**src/rpt_ram.sv**
```systemverilog
`timescale 1ns / 1ps
// Generic single-write, single-read synchronous RAM with registered read.
// No dependencies.
module rpt_ram #(
  parameter int WIDTH = 8,
  parameter int DEPTH = 16,
  parameter int AW    = $clog2(DEPTH)
) (
  input  logic             clk,
  input  logic             we,
  input  logic [AW-1:0]    waddr,
  input  logic [WIDTH-1:0] wdata,
  input  logic [AW-1:0]    raddr,
  output logic [WIDTH-1:0] rdata
);

  logic [WIDTH-1:0] mem_r [DEPTH];
  logic [WIDTH-1:0] rdata_r;

  always_ff @(posedge clk) begin
    if (we) begin
      mem_r[waddr] <= wdata;
    end
    rdata_r <= mem_r[raddr];
  end

  assign rdata = rdata_r;

endmodule

```
**config.mk**
```make
export PLATFORM = sky130hd
export DESIGN_NAME = rpt_ram
export DESIGN_NICKNAME = d
export VERILOG_FILES = /design/src/rpt_ram.sv
export SDC_FILE = /design/constraint.sdc
export NUM_CORES = 1
export LEC_CHECK = 0
export ABC_AREA = 0
export BUFFER_PORTS_ARGS = -buffer_cell sky130_fd_sc_hd__buf_2
export CAP_MARGIN = 15
export CORE_AREA = 2 2 142 75
export DETAILED_ROUTE_END_ITERATION = 16
export DIE_AREA = 0 0 144 77
export GPL_TIMING_DRIVEN = 0
export PLACE_DENSITY = 0.73
export SLEW_MARGIN = 20
export SYNTH_ARGS = -nofsm -noshare
export SYNTH_HDL_FRONTEND = slang
export SYNTH_SLANG_ARGS = --single-unit
export TNS_END_PERCENT = 30
```
**constraint.sdc**
```tcl
create_clock -name clk -period 1.7 [get_ports clk]
set_input_delay 0.17 -clock clk [delete_from_list [all_inputs] [get_ports clk]]
set_output_delay 0.17 -clock clk [all_outputs]
set_load 0.02 [all_outputs]
```
======== After elaboration in Yosys (flattened, before gate mapping) ========
Memories as Yosys holds them, arrays and structs flattened. A register that Yosys moved wholly into a read port is not among the register bits.
Cells that the tools add are included.
word-level totals
  register bits ........................... 0
  output and inout bits ................... 8
  bits in writable memories ............... 128
  input bits .............................. 18
  memories ................................ 1
memory list
  name   depth  width  read ports  clocked after memory_dff  write ports  RTL line  RTL
  mem_r  16     8      1           1                         1            17        logic [WIDTH-1:0] mem_r [DEPTH];
cells by class
  multiplexer cells ....................... 2
operator list
  cell               number
  two-way mux 1 bit  2

======== Depth between registers and ports, before layout ========
  depth after elaboration ................. 2
  gate-level depth with buffers ........... 5

======== Least setup slack after synthesis ========
OpenSTA, ideal clock, no wires.
  path type ............................... input -> register
  start point ............................. input port waddr[2]
  end point ............................... memory mem_r[0][0] (enable)
  slack ................................... 0.037 ns
  stages .................................. 2
  setup time .............................. 0.383 ns
  arrival time ............................ 1.280 ns
  cells stage by stage .................... or3b_2 nor3_1
RTL lines
  element      RTL line  RTL
  from (decl)  11        input logic [AW-1:0] waddr,
  to (decl)    17
No word-level cell before the write port.

======== Worst setup path after layout ========
  start point ............................. input port waddr[2]
  end point ............................... memory mem_r[2][1] (enable)
No word-level cell before the write port.

==> flow_metrics.env <==
export IMPL_crit_path_top_delay_cell="nor2_1"
export IMPL_fp_dieW_um=144
export IMPL_crit_required_ns=1.73
export IMPL_clk_latency_ns=0.41
export IMPL_arrival_ns=1.62
export IMPL_io_buffer_count=24
export IMPL_ys_seq_elements=136
export IMPL_startpoint_type="primary input"
export IMPL_finalCritPeriodShare=0.936
export IMPL_syn_area_um2=5150
export IMPL_place_congestion=0.727
export IMPL_cts_tree="yes"
export IMPL_finalPower_mw=8.01
export IMPL_path_cells="buf_2 > or3b_2 > nor2_1"
export IMPL_hp_start="wdata[4]"
export IMPL_syn_nets=247
export IMPL_status="completed"
export IMPL_die_area_um2=11100
export IMPL_crit_buf_inv=1
export IMPL_cpPeakStageDelay_ns=0.81
export IMPL_antenna_cells=0
export IMPL_fin_worst_skew_ns=0.00654
export IMPL_grt_first_pass_wirelength_mm=15.7
export IMPL_placedCellCount=394
export IMPL_overflow=0
export IMPL_yosys_area_top_type="edfxtp_1"
export IMPL_rows=26
export IMPL_post_cts_resized=0
export IMPL_clock_sinks=136
export IMPL_vias=2471
export IMPL_synth_edf_count=128
export IMPL_hold_viol_final=0
export IMPL_cts_clk_slew_worst_paths_ns=0.06
export IMPL_rsz0062_at_grt="no"
export IMPL_h_tree_depth=4
export IMPL_fin_nets=291
export IMPL_synth_most_common_cell="edfxtp_1"
export IMPL_antenna_found_initial=0
export IMPL_power_leakage_nw=2.04
export IMPL_tightest_slew_ns=1.04
export IMPL_period_minus_slack_ns=1.59
export IMPL_drt_pass1_iterations=5
export IMPL_syn_avg_cell_area_um2=22.5
export IMPL_drive_above_1_share=0.311
export IMPL_synth_cell_types=19
export IMPL_fmax_mhz=628
export IMPL_ctsHoldBuffers=0
export IMPL_setup_worst_path_class="in2reg"
export IMPL_synth_area_top_cells="edfxtp_1 75%, mux4_2 7.9%, mux4_1 7.1%"
export IMPL_path_delay_family="simple AND/OR/NAND/NOR gates"
export IMPL_start_util=0.522
export IMPL_final_antenna_net_count=0
export IMPL_utilization=0.619
export IMPL_ir_worst_vdd_mv=0.779
export IMPL_hold_class="in2reg"
export IMPL_critPathCaptureType="flip-flop"
export IMPL_instances_no_fill=426
export IMPL_core_um2=9860
export IMPL_slew_headroom=0.304
export IMPL_clock_path_buffers=2
export IMPL_wire_per_inst_um=24.7
export IMPL_pin_count=26
export IMPL_drv_cap=0
export IMPL_synth_common_cells="128 x edfxtp_1, 18 x mux4_2, 16 x a22oi_1"
export IMPL_finalSetupViolCount=0
export IMPL_finalWirelength_mm=10.5
export IMPL_syn_to_final_growth_pct=18.5
export IMPL_synth_top_area_frac=0.747
export IMPL_drt_iter0_drc=172
export IMPL_cts_buffers=17
export IMPL_r2r_start="mem_r[1][2]"
export IMPL_yosysWarningCount=0
export IMPL_viasPerCell=5.80
export IMPL_grt_max_degree=17
export IMPL_maxSlewViolCount=0
export IMPL_ys_seq_area_frac=0.778
export IMPL_cts_setup_buffers=0
export IMPL_async_reset_ff_frac=0
export IMPL_root_buffer="clkbuf_16"
export IMPL_grtUsageTotal=0.209
export IMPL_grt_pass1_vias=2533
export IMPL_dp_hpwl_mm=6.72
export IMPL_dieHeight_um=77
export IMPL_drc=0
export IMPL_crit_start="waddr[2]"
export IMPL_worst_path_max_fanout=8
export IMPL_power_density_nw_per_um2=1310
export IMPL_synth_cells=229
export IMPL_synthFlopType="edfxtp_1"
registers in the layout, summed over array words and instances, names as in the netlist:
| register | count |
|---|---|
| mem_r | 128 |
| rdata | 8 |
cell type report:
type | instances | area [um^2]
flip-flops and latches | 136 | 4000
multi-input cells | 83 | 1080
clock inverters | 15 | 203
repair buffers | 25 | 128
well taps | 140 | 175
plain buffers | 10 | 86.3
clock buffers | 17 | 425
fillers | 686 | 3760
per-layer routing:
layer	global-route usage	wire [um]
met1	0.328	5050
met2	0.287	4690
met3	0.0537	678
met4	0.0706	87
met5	0	0
power by group:
group | switching [mW] | internal, mW
logic | 0.229 | 0.149
clock network | 1.40 | 2.46
registers | 0.0184 | 3.75
stage by stage:
stage / hold WS (ns) / instance area (um^2) / TNS, ns / setup WS [ns]
after global placement: 0.557 / 5440 / -16.70 / -0.618
after global routing: 0.147 / 6100 / 0 / 0.0291
final: 0.147 / 6100 / 0 / 0.109
after floorplan: 0.269 / 5150 / 0 / 0.0371
after detailed placement: 0.567 / 5470 / -8.57 / -0.373
after CTS: 0.132 / 6100 / 0 / 0.0933
final timing paths:
path	endpoint	slack, ns	cells after the start
setup / recovery	mem_r[2][1]	0.11	3
hold reg to reg	rdata[5]	0.68	3
setup reg to reg	rdata[2]	0.34	3
hold / removal	mem_r[7][4]	0.15	1
logic make-up (layout without fill, tap and decap cells):
family                 after synthesis  in the layout  share of synthesized area
AO/OA/AOI/OAI                       16             16                     0.0233
buffers and inverters               10             67                     0.0168
AND/OR/NAND/NOR                     35             35                     0.0318
flip-flops                         136            136                      0.778
multiplexers                        32             32                      0.150
cells in the final DEF, fill, tap and decap left out:
cell type | Yosys | routed
nor2_1 | 13 | 13
inv_6 | 0 | 1
nor3_2 | 0 | 4
mux4_1 | 14 | 14
nand2b_1 | 2 | 2
bufinv_16 | 0 | 4
nand3b_1 | 2 | 2
nand3_1 | 1 | 1
clkinv_4 | 0 | 4
clkbuf_16 | 0 | 17
dfxtp_1 | 8 | 8
and2b_1 | 1 | 1
clkdlybuf4s25_2 | 3 | 3
buf_4 | 1 | 2
nor2b_1 | 1 | 1
buf_2 | 3 | 27
nand2_1 | 9 | 9
clkinvlp_4 | 0 | 4
a22oi_1 | 16 | 16
clkinv_1 | 0 | 1
and2_1 | 1 | 1
clkinv_2 | 0 | 1
mux4_2 | 18 | 18
or3b_2 | 1 | 1
edfxtp_1 | 128 | 128
buf_6 | 3 | 3
Note: power is estimated with default switching activity, not from simulation.
