--- src/rpt_pkg.sv ---
`timescale 1ns / 1ps
// Package for the radix page table walk block: sizes, payload structs,
// walk state and register index codes. No dependencies.
package rpt_pkg;

  localparam int RADIX_BITS  = 9;
  localparam int PAGE_BITS   = 12;
  localparam int TABLE_NODES = 64;
  localparam int DATA_PAGES  = 4096;

  localparam int ADDR_W  = 39;
  localparam int OUT_W   = 12;
  localparam int DPL_W   = 12;
  localparam int NL_W    = 6;
  localparam int CFG_W   = 12;
  localparam int CFG_IDX_W = 1;

  localparam int NODE_W  = $clog2(TABLE_NODES);
  localparam int PAGE_W  = $clog2(DATA_PAGES);
  localparam int ENTRY_W = (NODE_W > PAGE_W) ? NODE_W : PAGE_W;
  localparam int MEM_AW  = NODE_W + RADIX_BITS;
  localparam int MEM_DEPTH = TABLE_NODES * (1 << RADIX_BITS);

  typedef logic [CFG_IDX_W-1:0] cfg_idx_t;
  localparam cfg_idx_t REG_DATA_PAGE_LIMIT = 1'd0;
  localparam cfg_idx_t REG_NODE_LIMIT      = 1'd1;

  typedef logic [1:0] lvl_t;
  localparam lvl_t LVL_TOP  = 2'd0;
  localparam lvl_t LVL_MID  = 2'd1;
  localparam lvl_t LVL_LEAF = 2'd2;

  typedef enum logic [1:0] {
    ST_CLEAR,
    ST_IDLE,
    ST_WALK
  } walk_state_t;

  typedef struct packed {
    logic              func;
    logic [ADDR_W-1:0] byte_address;
  } in_item_t;

  typedef struct packed {
    logic             hit;
    logic [OUT_W-1:0] data_page;
    logic [OUT_W-1:0] page_offset;
    logic             allocated_any;
  } out_item_t;

  typedef struct packed {
    logic              node_ok;
    logic [NODE_W-1:0] node_num;
    logic              page_ok;
    logic [PAGE_W-1:0] page_num;
  } pool_status_t;

  // Zero-extend or truncate a table entry to the output page field.
  function automatic logic [OUT_W-1:0] fit_out(input logic [ENTRY_W-1:0] e);
    logic [ENTRY_W+OUT_W-1:0] tmp;
    tmp = {{OUT_W{1'b0}}, e};
    return tmp[OUT_W-1:0];
  endfunction

endpackage

--- src/rpt_pool.sv ---
`timescale 1ns / 1ps
// Bump allocators for table nodes and data pages, with their limit registers.
// Depends on rpt_pkg.
module rpt_pool (
  input  logic                    clk,
  input  logic                    rst_n,
  input  logic                    cfg_we,
  input  rpt_pkg::cfg_idx_t       cfg_index,
  input  logic [rpt_pkg::CFG_W-1:0] cfg_wdata,
  input  logic                    take_node,
  input  logic                    take_page,
  output rpt_pkg::pool_status_t   status
);
  import rpt_pkg::*;

  logic [DPL_W-1:0]  page_limit_r, page_limit_nxt;
  logic [NL_W-1:0]   node_limit_r, node_limit_nxt;
  logic [NODE_W:0]   next_node_r, next_node_nxt;
  logic [PAGE_W:0]   next_page_r, next_page_nxt;

  always_comb begin
    page_limit_nxt = page_limit_r;
    node_limit_nxt = node_limit_r;
    if (cfg_we) begin
      case (cfg_index)
        REG_DATA_PAGE_LIMIT: page_limit_nxt = cfg_wdata[DPL_W-1:0];
        REG_NODE_LIMIT:      node_limit_nxt = cfg_wdata[NL_W-1:0];
        default: ;
      endcase
    end
    next_node_nxt = take_node ? next_node_r + 1'b1 : next_node_r;
    next_page_nxt = take_page ? next_page_r + 1'b1 : next_page_r;
  end

  always_ff @(posedge clk) begin
    if (!rst_n) begin
      page_limit_r <= '1;
      node_limit_r <= '1;
      next_node_r  <= (NODE_W+1)'(1);
      next_page_r  <= (PAGE_W+1)'(1);
    end else begin
      page_limit_r <= page_limit_nxt;
      node_limit_r <= node_limit_nxt;
      next_node_r  <= next_node_nxt;
      next_page_r  <= next_page_nxt;
    end
  end

  assign status.node_ok  = (32'(next_node_r) <= 32'(node_limit_r)) &&
                           (32'(next_node_r) < 32'(TABLE_NODES));
  assign status.node_num = next_node_r[NODE_W-1:0];
  assign status.page_ok  = (32'(next_page_r) <= 32'(page_limit_r)) &&
                           (32'(next_page_r) < 32'(DATA_PAGES));
  assign status.page_num = next_page_r[PAGE_W-1:0];

endmodule

--- config.mk ---
export PLATFORM = sky130hd
export DESIGN_NAME = rpt_pool
export DESIGN_NICKNAME = d
export VERILOG_FILES = /design/src/rpt_pkg.sv /design/src/rpt_pool.sv
export SDC_FILE = /design/constraint.sdc
export NUM_CORES = 1
export LEC_CHECK = 0
export BUFFER_PORTS_ARGS = -buffer_cell sky130_fd_sc_hd__buf_2
export CORE_ASPECT_RATIO = 2
export CORE_MARGIN = 2
export CORE_UTILIZATION = 59
export DETAILED_ROUTE_END_ITERATION = 6
export HOLD_SLACK_MARGIN = 0.1
export MAX_ROUTING_LAYER = met4
export PLACE_DENSITY = 0.95
export REMOVE_ABC_BUFFERS = 1
export SYNTH_ARGS = -nofsm -noshare
export SYNTH_HDL_FRONTEND = slang
export SYNTH_SLANG_ARGS = --single-unit
--- constraint.sdc ---
create_clock -name clk -period 2.2 [get_ports clk]
set_input_delay 0.11 -clock clk [delete_from_list [all_inputs] [get_ports clk]]
set_output_delay 0.11 -clock clk [all_outputs]
set_load 0.02 [all_outputs]
Yosys cells after proc, flatten, opt, wreduce, memory -nomap -nowiden
Cells that the tools add are included.
W data, S select, Z words.
{ "word_totals": {"register_bits": 38, "out_inout_bits": 20} }
{ "op_classes": {"n_addsub": 2, "order_cmp": 4, "bitwise": 1, "n_reduce_logical": 4} }
{ "op_table": {"columns": ["operator", "count"], "rows": [
  ["$add A13 B1 Y13 const B", 1],
  ["$le A13 B12 Y1", 1],
  ["$lt A13 B13 Y1 const B", 1],
  ["$add A7 B1 Y7 const B", 1],
  ["$le A7 B6 Y1", 1],
  ["$lt A7 B7 Y1 const B", 1],
  ["$reduce_and A2 Y1", 2],
  ["$logic_and A1 B1 Y1", 2],
  ["$not A1 Y1", 1]
]} }

Logic depth before layout (Yosys ltp)
{ "logic_depth": {"ltp_word": 2, "ltp_mapped": 6} }

Worst setup path after synthesis
OpenSTA, ideal clock, no wires.
{ "synth_path": {"path_type": "reg2out", "start": "register next_node_r[4]", "end": "output status[19] in the netlist's numbering", "arrival_time_ns": 1.447, "required_ns": 2.090, "setup_slack_ns": 0.643, "path_stages_with_launch": 5, "path_cell_list": "dfxtp_1 ha_1 a21o_1 a211o_1 o22ai_1"} }
{ "synth_lines": {"columns": ["item", "line", "source"], "rows": [
  ["from (decl)", "rpt_pool.sv:18", "logic [NODE_W:0] next_node_r, next_node_nxt;"],
  ["from (signal assigned)", "rpt_pool.sv:39", "next_node_r <= (NODE_W+1)'(1);"],
  ["from (signal assigned)", "rpt_pool.sv:44", "next_node_r <= next_node_nxt;"],
  ["to (decl)", "rpt_pool.sv:12", "output rpt_pkg::pool_status_t status"]
]} }

==> impl_metrics.yaml <==
run_status:
  status: "finished clean"
global_route:
  grt_max_degree: 39
  grt_overflow: 0
  grt_pass1_wl_um: 6927
  antenna_found_initial: 0
  grt_pass1_vias: 1656
  grt_usage: 0.2397
floorplanning:
  chipHeight_um: 88.56
  initial_core_util: 0.6176
  core_area_um2: 3416
  dieArea_um2: 4099
  rows: 30
  die_x_um: 46.28
  io_pins: 38
setup_path:
  worstSetupEndpointType: "output pin"
  rrSetupSlack_ns: 0.71
  crit_path_start_kind: "flop"
  r2r_start: "next_page_r[1]"
  crit_required_ns: 2.09
  rr_worst_depth: 5
  worstSetupPathType: "flop to output pin"
  path_max_fanout: 8
  cp.arrival_ns: 1.88
  r2r-end: "next_page_r[10]"
place:
  gp_congestion: 0.8396
  io_buffers: 37
  place_hpwl_um: 3043
logic_synthesis:
  synth_top_cell_by_area: "dfxtp_1"
  syn_area_um2: 2110
  ys_warn_count: 0
  yosys-top-cells-area: "dfxtp_1, ha_1, buf_4"
  yosys.area.top_type_share: 0.3606
  synth_cell_types: 33
  seq_area_frac_synth: 0.3606
  postSynthAreaPerCell_um2: 8.901
  synth_seq_cells: 38
  netlist_instances: 237
power_and_ir_drop:
  leakage_nw: 1.208
  power_w: 0.001518
  power.density_nw_per_um2: 628.5
  ir_drop_v: 0.0007207
timing:
  finClkSkew_ns: 0.005499
  hold_viol_final: 0
  report.final.setup_viol: 0
  fin_setup_tns_ns: 0
  max_slew_margin: 0.6120
  fin_crit_ns: 1.993
  rsz0062_at_grt: "no"
  max_freq_ghz: 0.5019
  worst_pin_slew_ns: 0.5820
  post-route-period-util: 0.9057
  slew_viol_final: 0
detailed_routing:
  drc: 0
  drt_first_pass_iters: 4
  wl_um: 4188
  route.vias.total: 1690
  drt_iter0_drc: 54
  post_drt_wl_per_cell_um: 13.25
  antenna_left: 0
  vias_per_cell: 5.348
hold_path:
  worstHoldEndpoint: "next_node_r[0]"
  hold-path-cell-count: 3
  min_path_type: "primary input to flop"
  min-delay-start: "take_node"
clock_tree:
  root_buffer: "clkbuf_8"
  clk_latency_ns: 0.29
  numCtsBuffers: 5
  clock_path_buffers: 2
  cts_resized: 0
  clk_pin_slew_ns: 0.07
  htree_levels: 2
  postCtsSetupRepairBufs: 0
  cts_tree: "done"
  clock_sinks: 38
  ctsHoldBuffers: 12
flow_run:
  maxCapViolCount: 0
finish:
  fill_cells: 266
  num_antenna_cells: 0
  area_growth_pct: 14.47
  multi_input_area_um2: 1089
  area.sequential_um2: 760.7
  drive_above_1_share: 0.1754
  nets: 305
-- where the power goes --
| group | total (W) | switching, W | internal, W |
|---|---|---|---|
| Clock | 0.000571 | 0.000232 | 0.000339 |
| Combinational | 0.000198 | 0.000107 | 0.0000905 |
| Sequential | 0.000749 | 0.0000271 | 0.000722 |
-- layer usage --
| metal | share of wire | vias to the layer above | GRT usage |
|---|---|---|---|
| li1 | - | 854 | - |
| met1 | 0.37 | 762 | 0.2316 |
| met2 | 0.55 | 47 | 0.4116 |
| met3 | 0.035 | 27 | 0.05306 |
| met4 | 0.049 | 0 | 0.1403 |
| met5 | 0 | - | - |
-- worst max path at each step --
| stage | start | end | cells after the start |
|---|---|---|---|
| 2_1_floorplan | next_node_r[4] | status[19] | 4 |
| 3_3_place_gp | next_page_r[5] | status[12] | 6 |
| 3_5_place_dp | next_page_r[7] | status[12] | 6 |
| 4_1_cts | next_page_r[2] | status[12] | 6 |
| 5_1_grt | page_limit_r[7] | status[12] | 7 |
| 6_report | next_page_r[7] | status[12] | 6 |
-- synthesized netlist by cell type (all sizes together) --
cell type and n:
a211o 1, a211oi 2, a21boi 3, a21o 3
a21oi 5, and2 12, and3 2, buf 20
clkbuf 7, dfxtp 38, ha 20, inv 23
mux2i 2, nand2 29, nand3 4, nand3b 1
nand4 8, nand4b 2, nor2b 6, nor3 4
nor4 2, o211ai 18, o21ai 4, o21bai 1
o221ai 1, o22ai 1, or3 3, xnor2 13
xor2 2
-- sequential cells by signal (all words and copies together), names as in the netlist --
| name | cells |
|---|---|
| page_limit_r | 12 |
| next_page_r | 13 |
| node_limit_r | 6 |
| next_node_r | 7 |
-- layout make-up --
| type | instances | share of cell area |
|---|---|---|
| well taps | 48 | 0.02487 |
| clock buffers | 7 | 0.03161 |
| inverters | 23 | 0.03575 |
| multi-input cells | 149 | 0.4508 |
| repair buffers | 50 | 0.1295 |
| flip-flops and latches | 38 | 0.3150 |
| clock inverters | 1 | 0.01244 |
-- placed cells by master, fill, tap and decap left out, types with 2 or more instances in the layout --
master,instances
nand4b_1,2
nand2_1,29
nand3_1,4
o211ai_1,18
and3_1,2
clkbuf_1,2
clkbuf_8,5
mux2i_1,2
a211oi_1,2
xor2_1,2
ha_1,20
o21ai_0,4
nand4_1,7
a21boi_0,3
buf_2,37
dfxtp_1,38
a21o_1,3
inv_1,23
nor2b_1,6
or3_1,3
xnor2_1,13
a21oi_1,5
nor3_1,3
dlygate4sd3_1,12
and2_1,12
-- kinds of logic (layout without fill, tap and decap cells) --
group,after synthesis,count (layout),synth area share
flip-flops,38,38,0.3606
multiplexers,2,2,0.009490
buffers and inverters,50,81,0.1234
adder cells (fa/ha/maj),20,20,0.1186
XOR/XNOR,15,15,0.06228
AND/OR/NAND/NOR,73,73,0.1969
AO/OA/AOI/OAI,39,39,0.1287
-- worst max-delay path: stages, from the launching register on --
cell and delay, ns:
dfxtp_1 0.38, ha_1 0.33, nand4_1 0.16, a211oi_1 0.28, o21bai_1 0.11, a21o_1 0.19, buf_2 0.15
-- stage by stage --
stage                 util  area [µm²]  setup slack [ns]  hold slack, ns  std cells
finish              0.7070        2415            0.2075          0.1260        316
global placement    0.6407        2188            0.5992          0.3331        296
detailed placement  0.6407        2188            0.5600          0.3384        296
global route        0.7070        2415           0.09583          0.1472        316
floorplan                -        1936            0.4958          0.1719        210
CTS                 0.7070        2415            0.2265          0.1257        316
No activity file was read; power rests on OpenSTA's default activity.
